`src/rtl/lsba_pkg.sv`:
```
// Shared types and fixed constants for the log-spaced band averager.
// No dependencies; every other file of the block imports this package.
`timescale 1ns / 1ps
`default_nettype none

package lsba_pkg;

   // Fixed field widths of the word interface.
   localparam int MagW = 16;
   localparam int IdxW = 6;
   localparam logic [MagW-1:0] FullScale = {MagW{1'b1}};

   // The band-close divider retires one quotient bit per cycle.
   localparam int DivSteps = MagW;
   localparam int StepW    = $clog2(DivSteps);

   typedef enum logic [1:0] {
      DIV_IDLE,
      DIV_RUN,
      DIV_DONE
   } div_state_type;

   // Commands from the controller to the datapath.
   typedef struct packed {
      logic accept;    // an input word is taken this cycle
      logic div_load;  // the word closes a band: start the divider
      logic div_step;  // retire one quotient bit
      logic out_load;  // move the quotient into the output register
   } cmd_type;

   // Status from the datapath to the controller.
   typedef struct packed {
      logic close_hit; // the word now offered would close a band
   } status_type;

endpackage

`default_nettype wire

```
`src/rtl/lsba_ctrl.sv`:
```
// Controller of the band averager: divider sequencer, input stall and output valid.
// Depends on lsba_pkg for the state, command and status types.
`timescale 1ns / 1ps
`default_nettype none

module lsba_ctrl (
   input  wire                  clock,
   input  wire                  reset,
   input  wire                  req_valid,
   output logic                 req_stall,
   output logic                 rsp_valid,
   input  wire                  rsp_stall,
   input  lsba_pkg::status_type status,
   output lsba_pkg::cmd_type    cmd
);
   import lsba_pkg::*;

   div_state_type    state_ff, state_in;
   logic [StepW-1:0] step_ff, step_in;
   logic             rsp_valid_ff, rsp_valid_in;
   logic             busy;

   // Command and handshake outputs.
   always_comb begin
      busy = 1'b1;
      unique case (state_ff)
         DIV_IDLE: busy = 1'b0;
         DIV_RUN:  busy = 1'b1;
         DIV_DONE: busy = 1'b1;
         default:  busy = 1'b1;
      endcase
      // Only a band-closing word needs the divider, so only such a word waits.
      req_stall      = status.close_hit && busy;
      cmd.accept     = req_valid && !req_stall;
      cmd.div_load   = cmd.accept && status.close_hit;
      cmd.div_step   = (state_ff == DIV_RUN);
      cmd.out_load   = (state_ff == DIV_DONE) && (!rsp_valid_ff || !rsp_stall);
      rsp_valid      = rsp_valid_ff;
   end

   // Next state.
   always_comb begin
      state_in = state_ff;
      step_in  = step_ff;
      unique case (state_ff)
         DIV_IDLE: begin
            step_in = '0;
            if (cmd.div_load) begin
               state_in = DIV_RUN;
            end
         end
         DIV_RUN: begin
            step_in = step_ff + StepW'(1);
            if (step_ff == StepW'(DivSteps - 1)) begin
               state_in = DIV_DONE;
            end
         end
         DIV_DONE: begin
            step_in = '0;
            if (cmd.out_load) begin
               state_in = DIV_IDLE;
            end
         end
         default: begin
            state_in = DIV_IDLE;
            step_in  = '0;
         end
      endcase

      if (cmd.out_load) begin
         rsp_valid_in = 1'b1;
      end else if (rsp_valid_ff && !rsp_stall) begin
         rsp_valid_in = 1'b0;
      end else begin
         rsp_valid_in = rsp_valid_ff;
      end
   end

   always_ff @(posedge clock) begin
      if (reset) begin
         state_ff     <= DIV_IDLE;
         step_ff      <= '0;
         rsp_valid_ff <= 1'b0;
      end else begin
         state_ff     <= state_in;
         step_ff      <= step_in;
         rsp_valid_ff <= rsp_valid_in;
      end
   end

endmodule

`default_nettype wire

```
`src/rtl/lsba_dp.sv`:
```
// Datapath of the band averager: frame counters, band accumulator, band edge
// table, restoring divider and output register. Depends on lsba_pkg.
`timescale 1ns / 1ps
`default_nettype none

module lsba_dp #(
   parameter int BINS = 512,
   parameter int BARS = 64
) (
   input  wire                         clock,
   input  wire                         reset,
   input  lsba_pkg::cmd_type           cmd,
   output lsba_pkg::status_type        status,
   input  wire [lsba_pkg::MagW-1:0]    req_magnitude,
   input  wire                         req_frame_start,
   output logic [lsba_pkg::IdxW-1:0]   rsp_bar_index,
   output logic [lsba_pkg::MagW-1:0]   rsp_bar_height,
   output logic [lsba_pkg::MagW-1:0]   rsp_red_level,
   output logic [lsba_pkg::MagW-1:0]   rsp_green_level,
   output logic                        rsp_last_bar
);
   import lsba_pkg::*;

   localparam int  PosW     = $clog2(BINS);
   localparam int  EndW     = $clog2(BINS + 1);
   localparam int  FillW    = $clog2(BINS);
   localparam int  SumW     = MagW + FillW;
   localparam int  BandW    = $clog2(BARS + 1);
   localparam int  TabW     = $clog2(BARS);
   localparam int  TabDepth = 1 << TabW;
   localparam int  MaxLimbs = (BARS * 13) / 32 + 2;
   localparam real LnStep   = $ln(real'(BINS)) / real'(BARS);

   // Exact test of s^BARS <= BINS^i with multi-word integers.
   function automatic bit pow_le_exact(int unsigned s, int unsigned i);
      logic [31:0]     a [MaxLimbs];
      logic [31:0]     b [MaxLimbs];
      longint unsigned carry;
      longint unsigned v;
      bit              le;
      bit              decided;
      for (int k = 0; k < MaxLimbs; k++) begin
         a[k] = '0;
         b[k] = '0;
      end
      a[0] = 32'd1;
      b[0] = 32'd1;
      for (int r = 0; r < BARS; r++) begin
         carry = 0;
         for (int k = 0; k < MaxLimbs; k++) begin
            v     = longint'(a[k]) * longint'(s) + carry;
            a[k]  = v[31:0];
            carry = v >> 32;
         end
      end
      for (int r = 0; r < int'(i); r++) begin
         carry = 0;
         for (int k = 0; k < MaxLimbs; k++) begin
            v     = longint'(b[k]) * longint'(BINS) + carry;
            b[k]  = v[31:0];
            carry = v >> 32;
         end
      end
      le      = 1'b1;
      decided = 1'b0;
      for (int k = MaxLimbs - 1; k >= 0; k--) begin
         if (!decided && a[k] != b[k]) begin
            le      = (a[k] < b[k]);
            decided = 1'b1;
         end
      end
      return le;
   endfunction

   // Logarithms settle the comparison unless the two sides nearly meet.
   function automatic bit pow_le(int unsigned s, int unsigned i);
      real d;
      d = real'(BARS) * $ln(real'(s)) - real'(i) * $ln(real'(BINS));
      if (d < -1.0e-6) begin
         return 1'b1;
      end else if (d > 1.0e-6) begin
         return 1'b0;
      end
      return pow_le_exact(s, i);
   endfunction

   // Largest s in 1 .. BINS with s^BARS <= BINS^i.
   function automatic int unsigned int_root(int unsigned i);
      real         est;
      int unsigned c;
      est = $exp(LnStep * real'(i));
      c   = int'($rtoi($floor(est)));
      if (c < 1) begin
         c = 1;
      end
      if (c > BINS) begin
         c = BINS;
      end
      for (int k = 0; k < 4; k++) begin
         if (c < BINS && pow_le(c + 1, i)) begin
            c = c + 1;
         end
      end
      for (int k = 0; k < 4; k++) begin
         if (c > 1 && !pow_le(c, i)) begin
            c = c - 1;
         end
      end
      return c;
   endfunction

   // Exclusive end bin of every band, packed; unused slots hold BINS.
   function automatic logic [TabDepth*EndW-1:0] build_band_ends();
      logic [TabDepth*EndW-1:0] flat;
      int unsigned              f_cur;
      int unsigned              f_next;
      int unsigned              last_end;
      int unsigned              start;
      int unsigned              stop;
      flat     = '0;
      last_end = 0;
      f_cur    = int_root(0);
      for (int i = 0; i < TabDepth; i++) begin
         if (i < BARS) begin
            f_next = int_root(i + 1);
            start  = (f_cur < last_end) ? last_end : f_cur;
            stop   = f_next;
            if (stop <= start) begin
               stop = start + 1;
            end
            if (stop > BINS) begin
               stop = BINS;
            end
            flat[i*EndW +: EndW] = EndW'(stop);
            last_end = stop;
            f_cur    = f_next;
         end else begin
            flat[i*EndW +: EndW] = EndW'(BINS);
         end
      end
      return flat;
   endfunction

   localparam logic [TabDepth*EndW-1:0] BandEnds = build_band_ends();

   logic [PosW-1:0]  bin_position_ff, bin_position_in;
   logic [BandW-1:0] band_number_ff, band_number_in;
   logic [SumW-1:0]  band_sum_ff, band_sum_in;
   logic [FillW-1:0] band_fill_ff, band_fill_in;

   logic [FillW-1:0] div_rem_ff, div_rem_in;
   logic [MagW-1:0]  div_num_ff, div_num_in;
   logic [FillW-1:0] div_den_ff, div_den_in;
   logic [IdxW-1:0]  div_index_ff, div_index_in;
   logic             div_last_ff, div_last_in;

   logic [IdxW-1:0]  out_index_ff, out_index_in;
   logic [MagW-1:0]  out_height_ff, out_height_in;
   logic             out_last_ff, out_last_in;

   logic [PosW-1:0]  pos_eff;
   logic [BandW-1:0] band_eff;
   logic [SumW-1:0]  sum_eff, sum_acc;
   logic [FillW-1:0] fill_eff, fill_acc;
   logic [EndW-1:0]  pos_next, band_end;
   logic             in_band, close_hit;
   logic [FillW:0]   trial, diff;
   logic             trial_ge;

   // Frame counters and band accumulator.
   always_comb begin
      pos_eff  = req_frame_start ? '0 : bin_position_ff;
      band_eff = req_frame_start ? '0 : band_number_ff;
      sum_eff  = req_frame_start ? '0 : band_sum_ff;
      fill_eff = req_frame_start ? '0 : band_fill_ff;

      in_band   = (pos_eff != '0) && (band_eff < BandW'(BARS));
      band_end  = BandEnds[band_eff[TabW-1:0]*EndW +: EndW];
      pos_next  = EndW'(pos_eff) + EndW'(1);
      close_hit = in_band && (pos_next >= band_end);
      sum_acc   = sum_eff + {{FillW{1'b0}}, req_magnitude};
      fill_acc  = fill_eff + FillW'(1);

      status.close_hit = close_hit;

      bin_position_in = bin_position_ff;
      band_number_in  = band_number_ff;
      band_sum_in     = band_sum_ff;
      band_fill_in    = band_fill_ff;
      if (cmd.accept) begin
         bin_position_in = PosW'(pos_next);
         band_number_in  = band_eff;
         band_sum_in     = sum_eff;
         band_fill_in    = fill_eff;
         if (in_band) begin
            if (close_hit) begin
               band_number_in = band_eff + BandW'(1);
               band_sum_in    = '0;
               band_fill_in   = '0;
            end else begin
               band_sum_in  = sum_acc;
               band_fill_in = fill_acc;
            end
         end
         if (pos_next >= EndW'(BINS)) begin
            bin_position_in = '0;
            band_number_in  = '0;
            band_sum_in     = '0;
            band_fill_in    = '0;
         end
      end
   end

   // Restoring divider. The mean is below 2^MagW, so the high part of the
   // sum is already below the divisor and MagW steps give the whole quotient.
   always_comb begin
      trial    = {div_rem_ff, div_num_ff[MagW-1]};
      diff     = trial - {1'b0, div_den_ff};
      trial_ge = (trial >= {1'b0, div_den_ff});

      div_rem_in   = div_rem_ff;
      div_num_in   = div_num_ff;
      div_den_in   = div_den_ff;
      div_index_in = div_index_ff;
      div_last_in  = div_last_ff;
      if (cmd.div_load) begin
         div_rem_in   = sum_acc[SumW-1:MagW];
         div_num_in   = sum_acc[MagW-1:0];
         div_den_in   = fill_acc;
         div_index_in = IdxW'(band_eff);
         div_last_in  = (band_eff == BandW'(BARS - 1));
      end else if (cmd.div_step) begin
         div_rem_in = trial_ge ? diff[FillW-1:0] : trial[FillW-1:0];
         div_num_in = {div_num_ff[MagW-2:0], trial_ge};
      end

      out_index_in  = out_index_ff;
      out_height_in = out_height_ff;
      out_last_in   = out_last_ff;
      if (cmd.out_load) begin
         out_index_in  = div_index_ff;
         out_height_in = div_num_ff;
         out_last_in   = div_last_ff;
      end
   end

   always_ff @(posedge clock) begin
      if (reset) begin
         bin_position_ff <= '0;
         band_number_ff  <= '0;
         band_sum_ff     <= '0;
         band_fill_ff    <= '0;
      end else begin
         bin_position_ff <= bin_position_in;
         band_number_ff  <= band_number_in;
         band_sum_ff     <= band_sum_in;
         band_fill_ff    <= band_fill_in;
      end
   end

   always_ff @(posedge clock) begin
      div_rem_ff    <= div_rem_in;
      div_num_ff    <= div_num_in;
      div_den_ff    <= div_den_in;
      div_index_ff  <= div_index_in;
      div_last_ff   <= div_last_in;
      out_index_ff  <= out_index_in;
      out_height_ff <= out_height_in;
      out_last_ff   <= out_last_in;
   end

   assign rsp_bar_index   = out_index_ff;
   assign rsp_bar_height  = out_height_ff;
   assign rsp_red_level   = out_height_ff;
   assign rsp_green_level = FullScale - out_height_ff;
   assign rsp_last_bar    = out_last_ff;

endmodule

`default_nettype wire

```
`src/rtl/log_spaced_band_averager.sv`:
```
// A result word is worked out by the divider once the word that closes its band is taken,
// then leaves through the output register. One bin word is taken per cycle; a band-closing
// word waits while the divider is busy, and longer while a stalled result word still holds the output register.
// Reset (synchronous, active high) clears the frame counters, the divider
// sequencer and the output valid; the band edge table is constant logic.
// Top level; depends on lsba_pkg, lsba_ctrl and lsba_dp.
`timescale 1ns / 1ps
`default_nettype none

module log_spaced_band_averager #(
   parameter int BINS = 512,
   parameter int BARS = 64
) (
   input  wire                         clock,
   input  wire                         reset,
   input  wire                         req_valid,
   output logic                        req_stall,
   input  wire [lsba_pkg::MagW-1:0]    req_magnitude,
   input  wire                         req_frame_start,
   output logic                        rsp_valid,
   input  wire                         rsp_stall,
   output logic [lsba_pkg::IdxW-1:0]   rsp_bar_index,
   output logic [lsba_pkg::MagW-1:0]   rsp_bar_height,
   output logic [lsba_pkg::MagW-1:0]   rsp_red_level,
   output logic [lsba_pkg::MagW-1:0]   rsp_green_level,
   output logic                        rsp_last_bar
);
   import lsba_pkg::*;

   // The block splits into a controller and a datapath. The datapath counts
   // the bin position of each word, keeps the number, sum and fill of the
   // band being gathered, and compares the position with the band's end bin
   // from a table built at elaboration. Bin zero of each frame is skipped,
   // and a frame start word restarts all counting.
   //
   // When a word closes a band, its sum and fill go to a restoring divider
   // that retires one quotient bit per cycle. The controller sequences it
   // and moves the finished mean into an output register, so new bin words
   // keep flowing while a result waits downstream. Only another band-closing
   // word has to wait for the divider to become free.

   cmd_type    cmd;
   status_type status;

   lsba_ctrl u_ctrl (
      .clock     (clock),
      .reset     (reset),
      .req_valid (req_valid),
      .req_stall (req_stall),
      .rsp_valid (rsp_valid),
      .rsp_stall (rsp_stall),
      .status    (status),
      .cmd       (cmd)
   );

   lsba_dp #(
      .BINS (BINS),
      .BARS (BARS)
   ) u_dp (
      .clock           (clock),
      .reset           (reset),
      .cmd             (cmd),
      .status          (status),
      .req_magnitude   (req_magnitude),
      .req_frame_start (req_frame_start),
      .rsp_bar_index   (rsp_bar_index),
      .rsp_bar_height  (rsp_bar_height),
      .rsp_red_level   (rsp_red_level),
      .rsp_green_level (rsp_green_level),
      .rsp_last_bar    (rsp_last_bar)
   );

endmodule

`default_nettype wire

```
`config.mk`:
```
export PLATFORM = sky130hd
export DESIGN_NAME = log_spaced_band_averager
export DESIGN_NICKNAME = d
export VERILOG_FILES = /design/src/rtl/lsba_pkg.sv /design/src/rtl/lsba_ctrl.sv /design/src/rtl/lsba_dp.sv /design/src/rtl/log_spaced_band_averager.sv
export SDC_FILE = /design/constraint.sdc
export NUM_CORES = 1
export LEC_CHECK = 0
export ABC_AREA = 1
export BUFFER_PORTS_ARGS = -buffer_cell sky130_fd_sc_hd__buf_2
export CORE_UTILIZATION = 61
export CTS_BUF_LIST = sky130_fd_sc_hd__clkbuf_8 sky130_fd_sc_hd__clkbuf_16
export CTS_CLUSTER_DIAMETER = 50
export DETAILED_ROUTE_END_ITERATION = 7
export MAX_ROUTING_LAYER = met4
export PLACE_DENSITY = 0.85
export SETUP_SLACK_MARGIN = 0.5
export SLEW_MARGIN = 15
export SYNTH_ARGS = -nofsm -noshare
export SYNTH_HDL_FRONTEND = slang
export SYNTH_SLANG_ARGS = --single-unit
```
`constraint.sdc`:
```
create_clock -name clock -period 6.54 [get_ports clock]
set_clock_uncertainty 0.15 [all_clocks]
set_input_delay 1.308 -clock clock [delete_from_list [all_inputs] [get_ports clock]]
set_output_delay 1.308 -clock clock [all_outputs]
set_load 0.01 [all_outputs]
```
==> impl_metrics.json <==
{
  "vdd_ir_drop_max_mv": 0.150,
  "route.detailed.drc": 0,
  "syn_nets": 1307,
  "grt_pass1_vias": 7349,
  "fin_nets": 1363,
  "power.density_mw_per_mm2": 240,
  "syn-cell-area_mm2": 0.00847,
  "syn_area_per_cell_um2": 6.87,
  "fill_cells": 1118,
  "drive_gt1_share_pct": 10.4,
  "required_ns": 5.08,
  "synth_edf_count": 64,
  "multi_input_area_mm2": 0.00444,
  "drt-vias-per-instance": 5.48,
  "vias": 8099,
  "crit_path_max_fanout": 19,
  "crit_type": "input port to output port",
  "min_path_cells": 0,
  "max_stage_delay_ns": 0.51,
  "relSlewSlack_pct": 51.7,
  "path_delay_family": "simple AND/OR/NAND/NOR gates",
  "worstReg2RegStart": "u_dp.band_number_ff[2]",
  "grt_overflow_total": 0,
  "p_clk_share_pct": 42.4,
  "numPortBuffers": 77,
  "post-cts-setup-buffers": 0,
  "path_cells": "buf_2 -> nor2_2 -> ha_1 -> inv_1 -> o21ai_0 -> a31oi_1 -> a32o_1 -> o21ai_0 -> ha_1 -> o21ai_0 -> nand2_1 -> nand3_1 -> nand3_1 -> nand3_4 -> inv_1 -> buf_2",
  "tightest_slew_ns": 0.722,
  "syn_inst": 1233,
  "swShare_pct": 29.6,
  "areaGrowthSynthToFinish_pct": 11.5,
  "grt.total_usage_pct": 32.9,
  "first_pass_iters": 6,
  "synth-seq-cells": 121,
  "cts_buffers": 17,
  "synth_cell_type_count": 45,
  "grt_pass1_wl_um": 35700,
  "post-dp-hpwl_um": 15600,
  "final_hold_viol_count": 0,
  "worstHoldPathType": "flop to flop",
  "fin_crit_sh_pct": 86.9,
  "combPwrFrac_pct": 18.0,
  "crit_path_end": "req_stall",
  "cts_hold_buf": 0,
  "ant_nets": 0,
  "rr_worst_depth": 20,
  "fmax_ghz": 0.176,
  "power.leakage_nw": 4.57,
  "critPathBufInv": 4,
  "dp_slack_ns": 0.849,
  "maxSlewViolCount": 0,
  "diodes": 0,
  "r2r_setup_slack_ns": 1.81,
  "fin_ws_ns": 0.855,
  "totalWireLength_um": 21900,
  "cts.sinks": 121,
  "worst_ep_arrival_time_ns": 4.23,
  "fin_crit_ns": 5.69,
  "tns_ns": 0,
  "die_h_um": 120,
  "cp-end-kind": "output port",
  "p_switching_w": 0.000671,
  "path_depth": 16,
  "critPathSlowestCell": "nor2_2",
  "clock_latency_ns": 0.43,
  "rows": 42,
  "start_util_pct": 63.2,
  "power_frac_seq_pct": 39.6,
  "ys_seq_area_share_pct": 36.1,
  "power.internal_w": 0.00160,
  "grt_max_degree": 52,
  "h-tree-depth": 4,
  "ios": 78,
  "ys.flop_type": "edfxtp_1",
  "grt_antenna_before_repair": 0,
  "setup_viol": 0,
  "cp_common_cell": "o21ai_0",
  "initialDrtViolationCount": 803,
  "cts_tree": "done",
  "cap_violations": 0,
  "rsz0062_at_grt": "no",
  "cts_buffer_depth": 2,
  "wl_per_cell_um": 14.8,
  "core_mm2": 0.0134,
  "rr_endpoint": "u_dp.div_rem_ff[7]",
  "gp_congestion": 0.974,
  "status": "finished clean",
  "synth_warnings": 0,
  "startpoint_type": "input port",
  "seq_area_mm2": 0.00306,
  "synth-async-reset-ratio_pct": 0,
  "path_clk_slew_ns": 0.06,
  "startpoint": "req_frame_start",
  "ctsResizeCount": 0,
  "die_w_um": 120,
  "root_buffer": "clkbuf_16",
  "die_area_mm2": 0.0144
}
-- logic make-up after synthesis --
family,synth area share [%]
simple gates,31.8
fa+ha+maj,8.00
compound gates,9.60
flops,36.1
xor+xnor,2.89
buf+inv,11.5
-- worst min path at each step --
stage	startpoint	endpoint	slack, ns
after floorplan	u_dp.div_index_ff[0]	u_dp.rsp_bar_index[0]	0.25
after global placement	u_dp.div_index_ff[3]	u_dp.rsp_bar_index[3]	0.25
after detailed placement	u_dp.div_index_ff[1]	u_dp.rsp_bar_index[1]	0.26
after CTS	u_dp.div_index_ff[4]	u_dp.rsp_bar_index[4]	0.27
after global routing	u_dp.div_index_ff[5]	u_dp.rsp_bar_index[5]	0.28
final	u_dp.div_index_ff[4]	u_dp.rsp_bar_index[4]	0.27
-- state kept, by name, summed over array words and instances (netlist names) --
register and count:
u_dp.band_fill_ff 9, u_dp.band_sum_ff 25, u_ctrl.rsp_valid 1, u_dp.bin_position_ff 9, u_dp.div_den_ff 9, u_dp.div_index_ff 6
u_dp.div_rem_ff 9, u_dp.band_number_ff 7, u_dp.rsp_bar_height 16, u_dp.div_num_ff 16, u_ctrl.state_ff 2, u_dp.rsp_last_bar 1
u_ctrl.step_ff 4, u_dp.rsp_bar_index 6, u_dp.div_last_ff 1
-- layout make-up --
class                   count  area share, %
inverters                 176           7.04
multi-input cells         886           47.0
well taps                 176           2.33
flip-flops and latches    121           32.4
repair buffers             87           4.87
clock inverters            15           1.87
clock buffers              17           4.50
-- per-layer routing --
layer / wire, um / part of all wire, % / global-route usage, % / vias up
li1: - / - / - / 4017
met1: 9590 / 44 / 43.7 / 3631
met2: 9900 / 45 / 49.4 / 390
met3: 1910 / 8.7 / 7.03 / 61
met4: 500 / 2.3 / 12.0 / 0
met5: 0 / 0 / - / -
-- synth_stat cells, types with 4 or more instances --
library cell / n / area share [%]
clkbuf_1: 14 / 0.62
ha_1: 51 / 7.5
a21oi_1: 70 / 4.1
dfxtp_1: 57 / 13
nand3_1: 61 / 3.6
edfxtp_1: 64 / 23
nand4_1: 9 / 0.66
a31oi_1: 4 / 0.30
nor3_1: 9 / 0.53
nor2_2: 4 / 0.30
nor2_1: 137 / 6.1
o21ai_0: 45 / 2.7
inv_1: 171 / 7.6
buf_4: 19 / 1.7
buf_2: 12 / 0.71
xnor2_1: 5 / 0.52
nand2_1: 413 / 18
nand3b_1: 8 / 0.71
o211ai_1: 4 / 0.35
xor2_1: 23 / 2.4
o21ai_1: 13 / 0.77
buf_6: 5 / 0.66
-- metrics by stage --
step	power, W	utilization [%]	area [um^2]	cells	hold WS, ns
after floorplan	0.00120	-	8470	1233	0.250
after global placement	0.00130	66.0	8850	1446	0.253
after detailed placement	0.00131	66.0	8850	1446	0.257
after CTS	0.00227	70.5	9450	1478	0.270
after global routing	0.00235	70.5	9450	1478	0.276
final	0.00227	70.5	9450	1478	0.271
-- power groups by stage --
| stage | combinational (W) | sequential (W) | clock, W |
|---|---|---|---|
| floorplan | 0.000279 | 0.000919 | 0 |
| global placement | 0.000389 | 0.000910 | 0 |
| detailed placement | 0.000398 | 0.000912 | 0 |
| CTS | 0.000404 | 0.000898 | 0.000964 |
| global route | 0.000454 | 0.000902 | 0.000997 |
| finish | 0.000409 | 0.000897 | 0.000961 |
-- layout by cell type, fill, tap and decap left out, types with 3 or more instances in the layout --
master,instances
nand3b_1,8
nor2_2,4
nand4_1,9
o21ai_0,45
inv_1,172
clkinvlp_4,4
a21oi_1,70
nand3_1,61
clkbuf_16,17
ha_1,51
xnor2_1,5
nor2_1,136
clkinv_4,3
nor3_1,9
edfxtp_1,64
buf_2,77
buf_4,10
dfxtp_1,57
xor2_1,23
o21ai_1,13
bufinv_16,3
nand2_1,413
a31oi_1,4
o211ai_1,4
(Power assumes the default switching activity.)
